<file path="src/hw/rtl/ddc_pkg.sv">
// ----------------------------------------------------------------------------
// ddc_pkg
// shared types, constants and the crc-16 byte step for the datagram deframer
// ----------------------------------------------------------------------------
`default_nettype none

package ddc_pkg;

  localparam int unsigned HeaderBytes  = 4;
  localparam int unsigned LengthOffset = 2;
  localparam int unsigned HdrWordBytes = 4;

  localparam logic [15:0] CrcSeed = 16'h1D0F;
  localparam logic [15:0] CrcPoly = 16'h1021;

  localparam logic [7:0] MaxPayloadRst = 8'hFF;

  typedef enum logic [2:0] {
    PH_IDLE,
    PH_HEADER,
    PH_PAYLOAD,
    PH_CRC_LO,
    PH_CRC_HI
  } phase_e;

  typedef enum logic [2:0] {
    KIND_HEADER,
    KIND_PAYLOAD,
    KIND_CRC_LO,
    KIND_END,
    KIND_REJECT,
    KIND_IGNORED
  } kind_e;

  typedef enum logic [1:0] {
    ST_OK,
    ST_CRC_BAD,
    ST_TOO_LONG
  } status_e;

  typedef struct packed {
    kind_e       byte_kind;
    logic [7:0]  payload_byte;
    logic [7:0]  payload_index;
    logic [31:0] header_word;
    logic [7:0]  frame_length;
    logic [15:0] computed_crc;
    logic [15:0] received_crc;
    status_e     status;
  } result_t;

  typedef struct packed {
    logic [7:0] data_byte;
    logic       frame_start;
  } item_t;

  // msb-first crc-16 over one byte, no reflection
  function automatic logic [15:0] crc16_byte(logic [15:0] crc, logic [7:0] b);
    logic [15:0] c;
    c = crc ^ {b, 8'h00};
    for (int i = 0; i < 8; i++) begin
      if (c[15]) begin
        c = {c[14:0], 1'b0} ^ CrcPoly;
      end else begin
        c = {c[14:0], 1'b0};
      end
    end
    return c;
  endfunction

endpackage

`default_nettype wire

</file>
<file path="src/hw/rtl/ddc_in_reg.sv">
// ----------------------------------------------------------------------------
// ddc_in_reg
// input register stage, takes a new item when empty or whenever the held one moves on
// ----------------------------------------------------------------------------
`default_nettype none

module ddc_in_reg (
  input  wire                  clk_i,
  input  wire                  rst_ni,
  input  wire                  valid_i,
  output logic                 ready_o,
  input  wire ddc_pkg::item_t  item_i,
  input  wire                  take_i,
  output logic                 valid_o,
  output ddc_pkg::item_t       item_o
);

  logic           valid_d, valid_q;
  ddc_pkg::item_t item_q;
  logic           load;

  assign ready_o = !valid_q || take_i;
  assign load    = valid_i && ready_o;

  always_comb begin
    valid_d = valid_q;
    if (load) begin
      valid_d = 1'b1;
    end else if (take_i) begin
      valid_d = 1'b0;
    end
  end

  always_ff @(posedge clk_i or negedge rst_ni) begin
    if (!rst_ni) begin
      valid_q <= 1'b0;
    end else begin
      valid_q <= valid_d;
    end
  end

  always_ff @(posedge clk_i) begin
    if (load) begin
      item_q <= item_i;
    end
  end

  assign valid_o = valid_q;
  assign item_o  = item_q;

endmodule

`default_nettype wire

</file>
<file path="src/hw/rtl/ddc_deframer.sv">
// ----------------------------------------------------------------------------
// ddc_deframer
// frame state machine, header collect, payload index and crc check
// ----------------------------------------------------------------------------
`default_nettype none

module ddc_deframer (
  input  wire                  clk_i,
  input  wire                  rst_ni,
  input  wire                  fire_i,
  input  wire ddc_pkg::item_t  item_i,
  input  wire [7:0]            max_payload_i,
  output ddc_pkg::result_t     result_o
);

  ddc_pkg::phase_e phase_d, phase_q;
  logic [7:0]      cnt_d, cnt_q;
  logic [15:0]     crc_d, crc_q;
  logic [31:0]     hdr_d, hdr_q;
  logic [7:0]      len_d, len_q;
  logic [7:0]      crclo_d, crclo_q;

  // values as seen by this item, after a restart
  ddc_pkg::phase_e ph;
  logic [7:0]      cnt;
  logic [15:0]     crc;
  logic [31:0]     hdr;
  logic [7:0]      len;
  logic [7:0]      crclo;

  logic [7:0]      b;
  logic [31:0]     hdr_new;
  logic [7:0]      len_new;
  logic [15:0]     crc_new;
  logic [8:0]      cnt_inc;
  logic            hdr_last;
  logic            pay_last;
  logic            too_long;
  logic [15:0]     rx_crc;

  assign b = item_i.data_byte;

  always_comb begin
    if (item_i.frame_start) begin
      ph    = ddc_pkg::PH_HEADER;
      cnt   = '0;
      crc   = ddc_pkg::CrcSeed;
      hdr   = '0;
      len   = '0;
      crclo = '0;
    end else begin
      ph    = phase_q;
      cnt   = cnt_q;
      crc   = crc_q;
      hdr   = hdr_q;
      len   = len_q;
      crclo = crclo_q;
    end
  end

  always_comb begin
    hdr_new = hdr;
    for (int i = 0; i < ddc_pkg::HdrWordBytes; i++) begin
      if (cnt == 8'(i)) begin
        hdr_new[8*i +: 8] = hdr[8*i +: 8] | b;
      end
    end
  end

  assign len_new  = (cnt == 8'(ddc_pkg::LengthOffset)) ? b : len;
  assign crc_new  = ddc_pkg::crc16_byte(crc, b);
  assign cnt_inc  = {1'b0, cnt} + 9'd1;
  assign hdr_last = cnt_inc >= 9'(ddc_pkg::HeaderBytes);
  assign pay_last = cnt_inc >= {1'b0, len};
  assign too_long = len_new > max_payload_i;
  assign rx_crc   = {b, crclo};

  // next state
  always_comb begin
    phase_d = ph;
    cnt_d   = cnt;
    crc_d   = crc;
    hdr_d   = hdr;
    len_d   = len;
    crclo_d = crclo;
    case (ph)
      ddc_pkg::PH_HEADER: begin
        hdr_d = hdr_new;
        len_d = len_new;
        crc_d = crc_new;
        if (hdr_last) begin
          cnt_d = '0;
          if (too_long) begin
            phase_d = ddc_pkg::PH_IDLE;
          end else if (len_new != 8'd0) begin
            phase_d = ddc_pkg::PH_PAYLOAD;
          end else begin
            phase_d = ddc_pkg::PH_CRC_LO;
          end
        end else begin
          cnt_d = cnt_inc[7:0];
        end
      end
      ddc_pkg::PH_PAYLOAD: begin
        crc_d = crc_new;
        if (pay_last) begin
          cnt_d   = '0;
          phase_d = ddc_pkg::PH_CRC_LO;
        end else begin
          cnt_d = cnt_inc[7:0];
        end
      end
      ddc_pkg::PH_CRC_LO: begin
        crclo_d = b;
        phase_d = ddc_pkg::PH_CRC_HI;
      end
      ddc_pkg::PH_CRC_HI: begin
        cnt_d   = '0;
        phase_d = ddc_pkg::PH_IDLE;
      end
      default: begin
        phase_d = ddc_pkg::PH_IDLE;
      end
    endcase
  end

  // result fields
  always_comb begin
    result_o = '0;
    case (ph)
      ddc_pkg::PH_HEADER: begin
        result_o.byte_kind = ddc_pkg::KIND_HEADER;
        if (hdr_last && too_long) begin
          result_o.byte_kind    = ddc_pkg::KIND_REJECT;
          result_o.header_word  = hdr_new;
          result_o.frame_length = len_new;
          result_o.computed_crc = crc_new;
          result_o.status       = ddc_pkg::ST_TOO_LONG;
        end
      end
      ddc_pkg::PH_PAYLOAD: begin
        result_o.byte_kind     = ddc_pkg::KIND_PAYLOAD;
        result_o.payload_byte  = b;
        result_o.payload_index = cnt;
      end
      ddc_pkg::PH_CRC_LO: begin
        result_o.byte_kind = ddc_pkg::KIND_CRC_LO;
      end
      ddc_pkg::PH_CRC_HI: begin
        result_o.byte_kind    = ddc_pkg::KIND_END;
        result_o.header_word  = hdr;
        result_o.frame_length = len;
        result_o.computed_crc = crc;
        result_o.received_crc = rx_crc;
        result_o.status       = (rx_crc == crc) ? ddc_pkg::ST_OK : ddc_pkg::ST_CRC_BAD;
      end
      default: begin
        result_o.byte_kind = ddc_pkg::KIND_IGNORED;
      end
    endcase
  end

  always_ff @(posedge clk_i or negedge rst_ni) begin
    if (!rst_ni) begin
      phase_q <= ddc_pkg::PH_IDLE;
      cnt_q   <= '0;
      crc_q   <= ddc_pkg::CrcSeed;
      hdr_q   <= '0;
      len_q   <= '0;
      crclo_q <= '0;
    end else if (fire_i) begin
      phase_q <= phase_d;
      cnt_q   <= cnt_d;
      crc_q   <= crc_d;
      hdr_q   <= hdr_d;
      len_q   <= len_d;
      crclo_q <= crclo_d;
    end
  end

  a_payload_len : assert property (@(posedge clk_i) disable iff (!rst_ni)
    phase_q == ddc_pkg::PH_PAYLOAD |-> len_q != 8'd0 && cnt_q < len_q)
    else $error("payload counter out of range");

  a_header_cnt : assert property (@(posedge clk_i) disable iff (!rst_ni)
    phase_q == ddc_pkg::PH_HEADER |-> cnt_q < 8'(ddc_pkg::HeaderBytes))
    else $error("header counter out of range");

  a_end_idle : assert property (@(posedge clk_i) disable iff (!rst_ni)
    fire_i && (result_o.byte_kind == ddc_pkg::KIND_END ||
               result_o.byte_kind == ddc_pkg::KIND_REJECT) |=> phase_q == ddc_pkg::PH_IDLE)
    else $error("frame end did not return to idle");

  a_reject_len : assert property (@(posedge clk_i) disable iff (!rst_ni)
    result_o.byte_kind == ddc_pkg::KIND_REJECT |-> result_o.frame_length > max_payload_i)
    else $error("reject without length over capacity");

endmodule

`default_nettype wire

</file>
<file path="src/hw/rtl/ddc_out_reg.sv">
// ----------------------------------------------------------------------------
// ddc_out_reg
// result register, holds a finished result until the sink takes it
// ----------------------------------------------------------------------------
`default_nettype none

module ddc_out_reg (
  input  wire                    clk_i,
  input  wire                    rst_ni,
  input  wire                    load_i,
  input  wire ddc_pkg::result_t  result_i,
  output logic                   can_load_o,
  output logic                   valid_o,
  input  wire                    ready_i,
  output ddc_pkg::result_t       result_o
);

  logic             valid_d, valid_q;
  ddc_pkg::result_t result_q;

  assign can_load_o = !valid_q || ready_i;

  always_comb begin
    valid_d = valid_q;
    if (load_i) begin
      valid_d = 1'b1;
    end else if (ready_i) begin
      valid_d = 1'b0;
    end
  end

  always_ff @(posedge clk_i or negedge rst_ni) begin
    if (!rst_ni) begin
      valid_q <= 1'b0;
    end else begin
      valid_q <= valid_d;
    end
  end

  always_ff @(posedge clk_i) begin
    if (load_i) begin
      result_q <= result_i;
    end
  end

  assign valid_o  = valid_q;
  assign result_o = result_q;

endmodule

`default_nettype wire

</file>
<file path="src/hw/rtl/datagram_deframer_crc_check_core.sv">
// ----------------------------------------------------------------------------
// datagram_deframer_crc_check_core
// byte-wide deframer for length-framed datagrams with crc-16 check
//
// channel   dir  handshake                   payload
// s_axis    in   s_axis_tvalid/tready        tdata: data_byte, tuser: frame_start
// m_axis    out  m_axis_tvalid/tready        tdata: result fields, tuser: byte_kind
// cfg       in   cfg_valid_i/cfg_ready_o     cfg_data_i: max_payload
//
// one item per cycle sustained while the sink takes results; an item passes
// from the input register through the crc step and frame logic into the
// result register. cfg is always ready. reset puts the deframer outside
// any frame with max_payload at 255. a stalled sink holds the result register
// and the input register still takes one more item.
// ----------------------------------------------------------------------------
`default_nettype none

module datagram_deframer_crc_check_core (
  input  wire         clk_i,
  input  wire         rst_ni,
  input  wire         s_axis_tvalid,
  output logic        s_axis_tready,
  input  wire [7:0]   s_axis_tdata,   // [7:0] data_byte
  input  wire [0:0]   s_axis_tuser,   // [0] frame_start
  output logic        m_axis_tvalid,
  input  wire         m_axis_tready,
  // [7:0] payload_byte, [15:8] payload_index, [47:16] header_word,
  // [55:48] frame_length, [71:56] computed_crc, [87:72] received_crc,
  // [89:88] status, [95:90] zero
  output logic [95:0] m_axis_tdata,
  output logic [2:0]  m_axis_tuser,   // [2:0] byte_kind
  input  wire         cfg_valid_i,
  output logic        cfg_ready_o,
  input  wire [7:0]   cfg_data_i
);

  logic [7:0]       max_payload_q;
  ddc_pkg::item_t   in_item;
  ddc_pkg::item_t   held_item;
  logic             held_valid;
  logic             can_load;
  logic             fire;
  ddc_pkg::result_t next_result;
  ddc_pkg::result_t out_result;

  assign cfg_ready_o = 1'b1;

  always_ff @(posedge clk_i or negedge rst_ni) begin
    if (!rst_ni) begin
      max_payload_q <= ddc_pkg::MaxPayloadRst;
    end else if (cfg_valid_i) begin
      max_payload_q <= cfg_data_i;
    end
  end

  assign in_item.data_byte   = s_axis_tdata;
  assign in_item.frame_start = s_axis_tuser[0];
  assign fire                = held_valid && can_load;

  ddc_in_reg u_in_reg (
    .clk_i   (clk_i),
    .rst_ni  (rst_ni),
    .valid_i (s_axis_tvalid),
    .ready_o (s_axis_tready),
    .item_i  (in_item),
    .take_i  (fire),
    .valid_o (held_valid),
    .item_o  (held_item)
  );

  ddc_deframer u_deframer (
    .clk_i         (clk_i),
    .rst_ni        (rst_ni),
    .fire_i        (fire),
    .item_i        (held_item),
    .max_payload_i (max_payload_q),
    .result_o      (next_result)
  );

  ddc_out_reg u_out_reg (
    .clk_i      (clk_i),
    .rst_ni     (rst_ni),
    .load_i     (fire),
    .result_i   (next_result),
    .can_load_o (can_load),
    .valid_o    (m_axis_tvalid),
    .ready_i    (m_axis_tready),
    .result_o   (out_result)
  );

  assign m_axis_tuser = out_result.byte_kind;
  assign m_axis_tdata = {6'd0,
                         out_result.status,
                         out_result.received_crc,
                         out_result.computed_crc,
                         out_result.frame_length,
                         out_result.header_word,
                         out_result.payload_index,
                         out_result.payload_byte};

endmodule

`default_nettype wire
</file>
<file path="config.mk">
export PLATFORM = sky130hd
export DESIGN_NAME = datagram_deframer_crc_check_core
export DESIGN_NICKNAME = d
export VERILOG_FILES = /design/src/hw/rtl/ddc_pkg.sv /design/src/hw/rtl/ddc_in_reg.sv /design/src/hw/rtl/ddc_deframer.sv /design/src/hw/rtl/ddc_out_reg.sv /design/src/hw/rtl/datagram_deframer_crc_check_core.sv
export SDC_FILE = /design/constraint.sdc
export NUM_CORES = 1
export LEC_CHECK = 0
export BUFFER_PORTS_ARGS = -buffer_cell sky130_fd_sc_hd__buf_2
export CORE_ASPECT_RATIO = 0.9
export CORE_UTILIZATION = 35
export CTS_BUF_LIST = sky130_fd_sc_hd__clkbuf_4
export DETAILED_ROUTE_END_ITERATION = 10
export GPL_TIMING_DRIVEN = 0
export PLACE_DENSITY = 0.52
export SYNTH_ARGS = -nofsm -noshare
export SYNTH_HDL_FRONTEND = slang
export SYNTH_SLANG_ARGS = --single-unit
</file>
<file path="constraint.sdc">
create_clock -name clk_i -period 5.68 [get_ports clk_i]
set_input_delay 1.136 -clock clk_i [delete_from_list [all_inputs] [get_ports clk_i]]
set_output_delay 1.136 -clock clk_i [all_outputs]
set_load 0.05 [all_outputs]
</file>
==> results of run 1 <==
-- synthesized netlist by cell type, types with 15 or more instances --
| library cell | n | area [um2] |
|---|---|---|
| clkbuf_1 | 40 | 150.1 |
| buf_2 | 15 | 75.07 |
| a21boi_0 | 24 | 180.2 |
| a21oi_1 | 21 | 105.1 |
| xnor2_1 | 19 | 166.4 |
| ha_1 | 15 | 187.7 |
| and2_1 | 19 | 118.9 |
| o21ai_0 | 49 | 245.2 |
| dfstp_2 | 16 | 420.4 |
| and3_1 | 16 | 100.1 |
| dfrtp_1 | 69 | 1727 |
| nand2_1 | 88 | 330.3 |
| nor2_1 | 43 | 161.4 |
| a22o_1 | 34 | 297.8 |
| a22oi_1 | 19 | 142.6 |
| edfxtp_1 | 102 | 3063 |
| xor2_1 | 22 | 192.7 |
| inv_1 | 23 | 86.33 |
-- cells by family (layout without fill, tap and decap cells) --
kind of cell             Yosys count  after routing  synth area share, %
AND/OR/NAND/NOR                  237            237                13.55
AO/OA/AOI/OAI                    205            205                16.33
flip-flops                       187            187                58.72
buffers and inverters             87            237                4.202
XOR/XNOR                          43             43                4.414
adder cells (fa/ha/maj)           15             15                2.115
multiplexers                       5              5               0.5782
other                              2              8              0.08465
-- worst max-delay path: cells and delay by family, from the launching register on --
kind                     cells  cell delay [ns]
buffers and inverters        4             0.84
AO/OA/AOI/OAI                3             0.76
AND/OR/NAND/NOR              6             1.38
adder cells (fa/ha/maj)      1             0.29
flip-flops                   1             0.41
-- stage by stage --
step                      setup TNS [ns]  hold slack (ns)
final                                  0           0.4714
after global routing                   0           0.4540
after CTS                              0           0.4540
after detailed placement               0           0.4862
after global placement            -83.29           0.4802
after floorplan                        0           0.4606
-- flip-flops by register name (all words and copies together) (netlist names) --
| register | flops |
|---|---|
| max_payload_q | 8 |
| u_deframer.cnt_q | 8 |
| u_deframer.crc_q | 16 |
| u_deframer.crclo_q | 8 |
| u_deframer.hdr_q | 32 |
| u_deframer.len_q | 8 |
| u_deframer.phase_q | 3 |
| u_in_reg.item_o | 9 |
| u_in_reg.valid_o | 1 |
| u_out_reg.result_o | 93 |
| u_out_reg.valid_o | 1 |
-- metal layers --
| metal | vias up | global-route usage, % | routed length [um] |
|---|---|---|---|
| li1 | 3139 | - | - |
| met1 | 3273 | 30.44 | 12370 |
| met2 | 231 | 28.36 | 10630 |
| met3 | 31 | 3.729 | 1479 |
| met4 | 0 | 6.993 | 553 |
| met5 | - | 0 | 0 |
-- area by class of cell --
type / instances / area (um2) / share of cell area (%)
multi-input cells: 512 / 3308 / 32.28
repair buffers: 118 / 638.1 / 6.226
diodes: 1 / 2.502 / 0.02441
flip-flops and latches: 187 / 5210 / 50.83
clock buffers: 19 / 142.6 / 1.392
well taps: 336 / 420.4 / 4.102
clock inverters: 13 / 151.4 / 1.477
inverters: 24 / 90.09 / 0.8789
plain buffers: 63 / 286.5 / 2.795
-- worst max path at each step --
stage                             start                endpoint  slack (ns)  cells past startpoint
floorplan                 m_axis_tready     u_deframer.cnt_q[0]        0.18                      7
global placement          m_axis_tready     u_deframer.cnt_q[0]       -2.39                      8
detailed placement   u_in_reg.item_o[0]  u_out_reg.result_o[29]        1.83                     12
CTS                  u_in_reg.item_o[0]  u_out_reg.result_o[29]        1.84                     12
global route        u_deframer.cnt_q[6]  u_out_reg.result_o[68]        1.54                     14
finish              u_deframer.cnt_q[6]  u_out_reg.result_o[29]        1.80                     14
-- power by group through the flow --
stage	registers, mW	logic, mW	clock network [mW]
2_1_floorplan	2.00	0.836	0
3_3_place_gp	1.89	1.29	0
3_5_place_dp	1.89	1.31	0
4_1_cts	1.86	1.31	0.786
5_1_grt	1.89	1.45	0.841
6_report	1.86	1.31	0.765
==> flow_metrics.tcl, run 1 <==
set metrics [dict create \
    fillers 2452 \
    p_leak_nw 4.242 \
    fmax_mhz 258.0 \
    cts_resized 0 \
    finalNetCount 960 \
    dieArea_mm2 0.02599 \
    yosysWarnings 0 \
    ioPinCount 124 \
    critPathMaxStageDelay_ns 0.54 \
    sw_frac_of_total_pct 39.42 \
    dp_slack_ns 1.835 \
    grt_overflow_total 0 \
    cts_buffers 17 \
    place.gp.congestion 0.8522 \
    combPwrFrac_pct 33.4 \
    async_flop_share_pct 45.45 \
    clock_power_share_pct 19.4 \
    grt.total_usage_pct 20.08 \
    die-height_um 153.0 \
    slowest_stage "nor4b_1" \
    cts_tree "built" \
    setup_violations 0 \
    max_cap_viol_count 0 \
    final_hold_viol_count 0 \
    post-route-util_pct 41.68 \
    seq_area_frac_synth_pct 58.72 \
    routedWlPerCell_um 19.67 \
    antenna_found_initial 1 \
    cts_setup_buffers 0 \
    cts_root_buffer "clkbuf_4" \
    total_power_mw 3.941 \
    clk_transition_reported_paths_ns 0.17 \
    routed_wl_um 25040 \
    avgSynthCellArea_um2 11.36 \
    h-tree-depth 4 \
    final_common_cell "buf_2" \
    r2r-end "u_out_reg.result_o[29]" \
    syn2layout_area_growth_pct 15.53 \
    ir_worst_vdd_uv 131.0 \
    cp_max_fo 10 \
    ys_types 68 \
    p_seq_share_pct 47.2 \
    syn-instance-count 781 \
    cts.sinks 187 \
    dp_hpwl_um 17140 \
    grt_max_degree 64 \
    core_mm2 0.02459 \
    drt_iter0_markers 602 \
    r2r_start "u_deframer.cnt_q[6]" \
    synth_edf_count 102 \
    critPathArrivalTime_ns 4.28 \
    synth_flop_cell "edfxtp_1" \
    drcViolationCount 0 \
    path_cells "clkbuf_1 -> nor4b_1 -> and3_1 -> buf_2 -> nor2_1 -> a21oi_1 -> inv_1 -> ha_1 -> nand3_1 -> o21bai_1 -> nand4b_1 -> nand3_2 -> clkbuf_2 -> o21ai_0" \
    layout_common_cells "buf_2, edfxtp_1, nand2_1" \
    outcome "finished clean" \
    skew_ns 0.03013 \
    hold_class "input port to asynchronous set/reset pin" \
    cp.required_ns 6.08 \
    rows 54 \
    rrSetupSlack_ns 1.80 \
    die_w_um 169.8 \
    cts.hold.buffers_added 0 \
    grt_pass1_wl_um 39000 \
    ys_ff_latch 187 \
    rsz0062_at_grt "false" \
    slew_violations 0 \
    design_area_mm2 0.01025 \
    cts_buffer_depth 2 \
    p_sw_mw 1.554 \
    drt-vias-per-instance 5.243 \
    post-route-period-util_pct 68.23 \
    cp-start-kind "flip-flop" \
    r2r_cells 14 \
    end_kind "flip-flop" \
    via_count 6674 \
    powerDensity_mw_per_mm2 384.5 \
    drtAntennaViolNets 0 \
    finalWorstSetupSlack_ns 1.805 \
    netlist_area_mm2 0.008872 \
    dp_cells 1240 \
    critPathKind "flip-flop to flip-flop" \
    clk_latency_ns 0.60 \
    relSlewSlack_pct 37.74 \
    p_int_mw 2.387 \
    start_util_pct 36.08 \
    final_cells 1273 \
    drtPass1Iterations 5 \
    fin_crit_ns 3.875 \
    worst_pin_slew_ns 0.9339 \
    port_buffers 116 \
    postPlaceCellArea_mm2 0.009953 \
    final_layout_size_suffix_gt1_share_pct 22.01 \
    grt_pass1_vias 6382 \
]
Power figures use the tool's default switching activity.
==> run 2: changes to the inputs <==
Settings changed: ABC_AREA from default to 1.
Clock period 5.68 ns to 3.6 ns, I/O delays scaled along.
==> run 2 against run 1 <==
Global-route usage is 0.32 points higher. Cell area rose by 5.3%. Synthesized cell count up 33%. Count of clock-buffer cells in the layout down 2. First-iteration DRC count decreased by 1.3%. Wire length grew 8.9%. Synthesized area up 5.5%. Largest cell class unchanged. Highest routed layer unchanged.
==> flow_metrics.tcl, run 2 <==
set metrics [dict create \
    seq_area_frac_synth_pct 55.64 \
    ys_top_cells_by_area "edfxtp_1, dfrtp_1, nand2_1" \
    whs_ns 0.04953 \
    cts_root_buffer "clkbuf_4" \
    design_area_mm2 0.01080 \
    avgSynthCellArea_um2 9.030 \
    port_buffers 116 \
    skew_ns 0.02806 \
    worst_path_most_repeated_cell "nand2_1" \
    cts_buffer_depth 2 \
    p_leak_nw 4.906 \
    ys_types 49 \
    synth_top_area_share_pct 32.71 \
    setup_violations 0 \
    netlist_area_mm2 0.009364 \
    critPathKind "flip-flop to flip-flop" \
    yosysTopAreaCell "edfxtp_1" \
    syn2layout_area_growth_pct 15.29 \
    outcome "finished clean" \
    routedWlPerCell_um 17.65 \
    cp-start-kind "flip-flop" \
    via_count 7708 \
    seq_area_mm2 0.005210 \
    cts.sinks 187 \
    layout_common_cells "nand2_1, buf_2, o21ai_0" \
    core_mm2 0.02614 \
    syn-instance-count 1037 \
    cts.hold.buffers_added 0 \
    ys_ff_latch 187 \
    critPathArrivalTime_ns 3.78 \
    die-height_um 157.2 \
    powerDensity_mw_per_mm2 665.4 \
    critPathMaxStageDelay_ns 0.42 \
    fin_crit_ns 3.336 \
    worst_pin_slew_ns 0.8442 \
    drtAntennaViolNets 0 \
    final_hold_viol_count 0 \
    clk_latency_ns 0.62 \
    drcViolationCount 0 \
    fillers 2623 \
    place.gp.congestion 0.8542 \
    dp_slack_ns -0.06390 \
    rows 56 \
    finalNetCount 1218 \
    start_util_pct 35.83 \
    path_cells "buf_6 -> inv_8 -> buf_6 -> nand3_2 -> nor2_4 -> buf_4 -> nand3_1 -> nand2_1 -> inv_1 -> ha_1 -> nand2_1 -> o21ai_0 -> nand2_1 -> a21boi_4 -> nand3_4 -> inv_6 -> buf_6 -> nand2_1 -> o21ai_1" \
    hold_class "input port to asynchronous set/reset pin" \
    grt_max_degree 103 \
    rsz0062_at_grt "false" \
    grt_pass1_vias 7178 \
    ioPinCount 124 \
    slew_violations 0 \
    final_common_cell "nand2_1" \
    synth_flop_cell "edfxtp_1" \
    post-route-util_pct 41.31 \
    ir_worst_vdd_uv 328.9 \
    drt_iter0_markers 594 \
    dp_cells 1507 \
    fmax_mhz 299.8 \
    path_buf_inv 7 \
    crit_family "buffers and inverters" \
    postPlaceCellArea_mm2 0.01044 \
    end_kind "flip-flop" \
    post-route-period-util_pct 92.67 \
    synth_edf_count 102 \
    dp_hpwl_um 19200 \
    cp.required_ns 4.04 \
    antenna_found_initial 1 \
    yosysWarnings 0 \
    finalWorstSetupSlack_ns 0.2639 \
    clk_transition_reported_paths_ns 0.18 \
    synthTopCellsByCount "nand2_1, o21ai_0, edfxtp_1, inv_1, nor2_1" \
    slowest_stage "edfxtp_1" \
    drtPass1Iterations 5 \
    drt-vias-per-instance 4.992 \
    final_layout_size_suffix_gt1_share_pct 19.26 \
    relSlewSlack_pct 43.72 \
    grt.total_usage_pct 20.40 \
    routed_wl_um 27250 \
    yosys.cell_count.top_type "nand2_1" \
    multi_input_area_mm2 0.003518 \
    grt_overflow_total 0 \
    total_power_mw 7.184 \
    cp_max_fo 10 \
    dieArea_mm2 0.02741 \
    h-tree-depth 4 \
    cts_tree "built" \
    async_flop_share_pct 45.45 \
    cts_buffers 17 \
    max_cap_viol_count 0 \
    final_cells 1544 \
    die_w_um 174.4 \
    largest_reg_flops 93 \
    grt_pass1_wl_um 41750 \
    tns_ns 0 \
]
-- run 2: changes by cell type after synthesis, sizes merged, moves of 23 or more --
cell    previous run  this run
a21boi            24         1
nor2              43        90
a22o              34         0
inv               23        88
nand2             88       290
o21ai             51       170
-- run 2: layer usage --
layer	GRT usage, %	routed length (um)
met5	0	0
met4	5.472	371
met3	5.097	2012
met2	30.47	12060
met1	29.26	12810
-- run 2: worst paths after layout --
path,from,endpoint,slack (ns),cells after the start
max,u_in_reg.item_o[0],u_out_reg.result_o[30],0.26,19
min,rst_ni,u_deframer.crclo_q[6],0.05,1
max reg2reg,u_in_reg.item_o[0],u_out_reg.result_o[30],0.26,19
min reg2reg,u_deframer.crc_q[8],u_deframer.crc_q[8],0.50,2
max in group asynchronous,rst_ni,u_deframer.crc_q[8],2.85,2
min in group clk_i,s_axis_tdata[7],u_in_reg.item_o[8],0.26,1
-- run 2: power breakdown --
| part | internal [mW] | switching, mW |
|---|---|---|
| combinational | 0.781 | 2.14 |
| sequential | 2.77 | 0.223 |
| clock | 0.442 | 0.823 |
| total | 3.99 | 3.19 |
-- run 2: repair_timing --
item	CTS	global route
pin swaps	0	2
setup buffers	0	3
setup endpoints to repair	29	44
gates resized for setup	1	2
-- run 2: cells by family (layout without fill, tap and decap cells) --
logic type	count (synthesis)	after routing	synth area share [%]
AOI/OAI and AO/OA	239	239	13.51
adders and majority gates	15	15	2.004
and+or+nand+nor	426	426	19.33
other	2	9	0.08020
muxes	1	1	0.1202
DFF	187	187	55.64
xor gates and xnor gates	21	21	2.205
buffers and inverters	146	298	7.109
-- run 2: worst reg2reg max path, delay by kind of cell (launching register included) --
| family | cells | cell delay [ns] |
|---|---|---|
| AO/OA/AOI/OAI | 3 | 0.54 |
| flip-flops | 1 | 0.42 |
| buffers and inverters | 7 | 1.01 |
| adder cells (fa/ha/maj) | 1 | 0.29 |
| AND/OR/NAND/NOR | 8 | 0.90 |
-- run 2: cell type report --
class                      instances  area share (%)
timing repair buffer             120           5.981
clock buffer                      17           1.182
antenna                            2         0.04636
tap                              348           4.033
clock inverter                    15           1.646
buffer                            57           3.048
multi-input combinational        709           32.59
sequential                       187           48.26
inverter                          89           3.210
==> run 3: changes to the inputs <==
Settings changed: ABC_AREA 1 to default, SYNTH_HIERARCHICAL from default to 1.
==> run 3 against run 2 <==
Die area is 4.6% lower. Clock power fell by 9%. Cell area shrank 2.4%. Hold slack improved by 0.24 ns. Count of clock-buffer cells in the layout stayed put. Maximum frequency decreased by 4.7%. Final cell count fell by 18%. Critical path depth decreased by 5. First-iteration DRC count is 11% lower. Synthesized cell count is 27% lower. Critical path type unchanged. Critical endpoint is now u_out_reg/result_o[18]. Highest routed layer unchanged.
==> flow_metrics.tcl, run 3 <==
set metrics [dict create \
    dieArea_mm2 0.02616 \
    final_common_cell "buf_2" \
    r2r_start "u_in_reg/item_o[0]" \
    yosysTopAreaCell "edfxtp_1" \
    wl_met3_um 1741 \
    grt_max_degree 66 \
    rows 55 \
    drtPass1Iterations 5 \
    drtAntennaViolNets 0 \
    fin_crit_ns 3.500 \
    cp.required_ns 3.92 \
    syn-instance-count 757 \
    r2r-end "u_out_reg/result_o[18]" \
    drcViolationCount 0 \
    final_hold_viol_count 0 \
    synthTopCellsByCount "edfxtp_1, nand2_1, dfrtp_1, nor2_1, and2_1" \
    r2r_cells 14 \
    place.gp.congestion 0.8529 \
    wl_met1_um 11030 \
    die-height_um 153.5 \
    muxShareOfSynthArea_pct 2.130 \
    cts_root_buffer "clkbuf_4" \
    clk_latency_ns 0.59 \
    skew_ns 0.02933 \
    clk_transition_reported_paths_ns 0.18 \
    syn2layout_area_growth_pct 18.05 \
    cts_tree "built" \
    max_cap_viol_count 0 \
    synth_edf_count 102 \
    critPathArrivalTime_ns 3.82 \
    finalWorstSetupSlack_ns 0.1005 \
    slew_violations 0 \
    ys_top_cells_by_area "edfxtp_1, dfrtp_1, dfstp_2" \
    ioPinCount 124 \
    dp_hpwl_um 16210 \
    worstHoldPathCells 1 \
    start_util_pct 35.55 \
    grt_overflow_total 0 \
    antenna_found_initial 1 \
    seq_area_mm2 0.005210 \
    avgSynthCellArea_um2 11.80 \
    die_w_um 170.4 \
    fillers 2455 \
    synthAdderAreaFrac_pct 2.102 \
    postPlaceCellArea_mm2 0.01001 \
    synth_flop_cell "edfxtp_1" \
    ys_types 85 \
    cts_buffers 17 \
    outcome "finished clean" \
    finalNetCount 945 \
    hold_class "input port to flip-flop" \
    setup_violations 0 \
    grt_pass1_vias 6016 \
    top_layer "met4" \
    cp-start-kind "flip-flop" \
    fmax_mhz 285.8 \
    drt-vias-per-instance 5.043 \
    dp_slack_ns -0.8746 \
    routedWlPerCell_um 18.53 \
    total_power_mw 6.832 \
    synth_top_area_share_pct 34.30 \
    cp_max_fo 10 \
    design_area_mm2 0.01054 \
    synth-compound-area-share_pct 13.54 \
    route.met2.wl_um 10440 \
    routed_wl_um 23420 \
    netlist_area_mm2 0.008930 \
    synth_xor_area_share_pct 4.470 \
    port_buffers 115 \
    yosys.cell_count.top_type "edfxtp_1" \
    async_flop_share_pct 45.45 \
    grt.total_usage_pct 18.55 \
    layout_common_cells "buf_2, edfxtp_1, nand2_1" \
    tns_ns 0 \
    yosysWarnings 6 \
    end_kind "flip-flop" \
    cts.sinks 187 \
    ys_ff_latch 187 \
    worst_pin_slew_ns 0.8425 \
    largest_reg_flops 93 \
    cts_buffer_depth 2 \
    h-tree-depth 4 \
    multi_input_area_mm2 0.003428 \
    p_leak_nw 4.508 \
    powerDensity_mw_per_mm2 648.1 \
    seq_area_frac_synth_pct 58.34 \
    relSlewSlack_pct 43.83 \
    critPathKind "flip-flop to flip-flop" \
    ir_worst_vdd_uv 285.5 \
    rrSetupSlack_ns 0.10 \
    grt_pass1_wl_um 36160 \
    whs_endpoint "u_in_reg/item_o[3]" \
    min_from "s_axis_tdata[2]" \
    drt_iter0_markers 531 \
    via_count 6374 \
    final_layout_size_suffix_gt1_share_pct 29.10 \
    synthSimpleGateAreaFrac_pct 14.32 \
    synth_top_family_by_area "simple AND/OR/NAND/NOR gates" \
    post-route-period-util_pct 97.21 \
    core_mm2 0.02512 \
]
## run 3: changes by cell type in the layout (fill, tap and decap cells not counted), sizes merged, moves of 11 or more
cell,delta
inv,-57
nand3,-11
nor2,-33
and2,+42
and3,+12
a22o,+40
a21oi,-13
o21ai,-137
nand2,-215
xnor2,+23
## run 3: worst max-delay path, stage by stage, from the launching register on
cell,delay (ns)
edfxtp_1,0.45
buf_6,0.18
buf_4,0.20
nor2_4,0.14
nand3_4,0.13
buf_8,0.19
a31oi_2,0.22
inv_1,0.07
ha_1,0.31
nand4_1,0.24
nor2_4,0.22
a21oi_2,0.10
o21bai_4,0.29
buf_2,0.33
o22ai_1,0.16
## run 3: worst max path at each step
stage                             startpoint                     end  slack [ns]  depth (start not counted)
after global placement    u_in_reg/item_o[0]  u_out_reg/result_o[22]       -0.90                         14
after CTS                 u_in_reg/item_o[0]     u_deframer/cnt_q[7]        0.01                         13
final                     u_in_reg/item_o[0]  u_out_reg/result_o[18]        0.10                         14
after floorplan                m_axis_tready           s_axis_tready        0.33                          3
after global routing      u_in_reg/item_o[0]     u_deframer/cnt_q[5]       -0.03                         14
after detailed placement  u_in_reg/item_o[0]  u_out_reg/result_o[27]       -0.87                         14
## run 3: where the power goes
group          internal (mW)  switching [mW]  total [mW]
Clock                  0.318           0.843        1.16
Combinational          0.889            1.71        2.60
Sequential              2.75           0.323        3.07
## run 3: what timing repair did
action                                  in CTS  in global routing
hold endpoints to repair                     6                  0
hold buffers                                 1                  0
endpoints found under the setup margin      68                 65
gates cloned                                 0                  0
pin swaps                                    3                  6
gates resized for setup                     22                 28
setup buffers                                4                  5
## run 3: area by class of cell
type                    instances  area share (%)
flip-flops and latches        187           49.42
multi-input cells             485           32.52
repair buffers                127           6.742
well taps                     342           4.059
plain buffers                  57           3.359
clock inverters                15           1.484
clock buffers                  17           1.211
inverters                      33           1.175
diodes                          1         0.02374
## run 3: layer usage
metal / vias up / global-route usage (%)
li1: 3031 / -
met1: 3086 / 27.18
met2: 238 / 27.63
met3: 19 / 4.427
met4: 0 / 4.204
met5: - / 0
## run 3: logic make-up (layout without fill, tap and decap cells)
logic type / Yosys count / after routing
compound gates: 166 / 166
xor+xnor: 37 / 37
fa+ha+maj: 15 / 15
buf+inv: 90 / 249
flops: 187 / 187
mux: 15 / 15
other cells: 2 / 8
simple gates: 245 / 245
## run 3: metrics by stage
step | std cells | hold WS, ns | utilization, %
detailed placement | 1221 | 0.4830 | 39.86
floorplan | 762 | 0.4244 | -
global placement | 1219 | 0.4761 | 39.63
global route | 1264 | 0.2270 | 41.97
CTS | 1258 | 0.2510 | 41.48
finish | 1264 | 0.2911 | 41.97
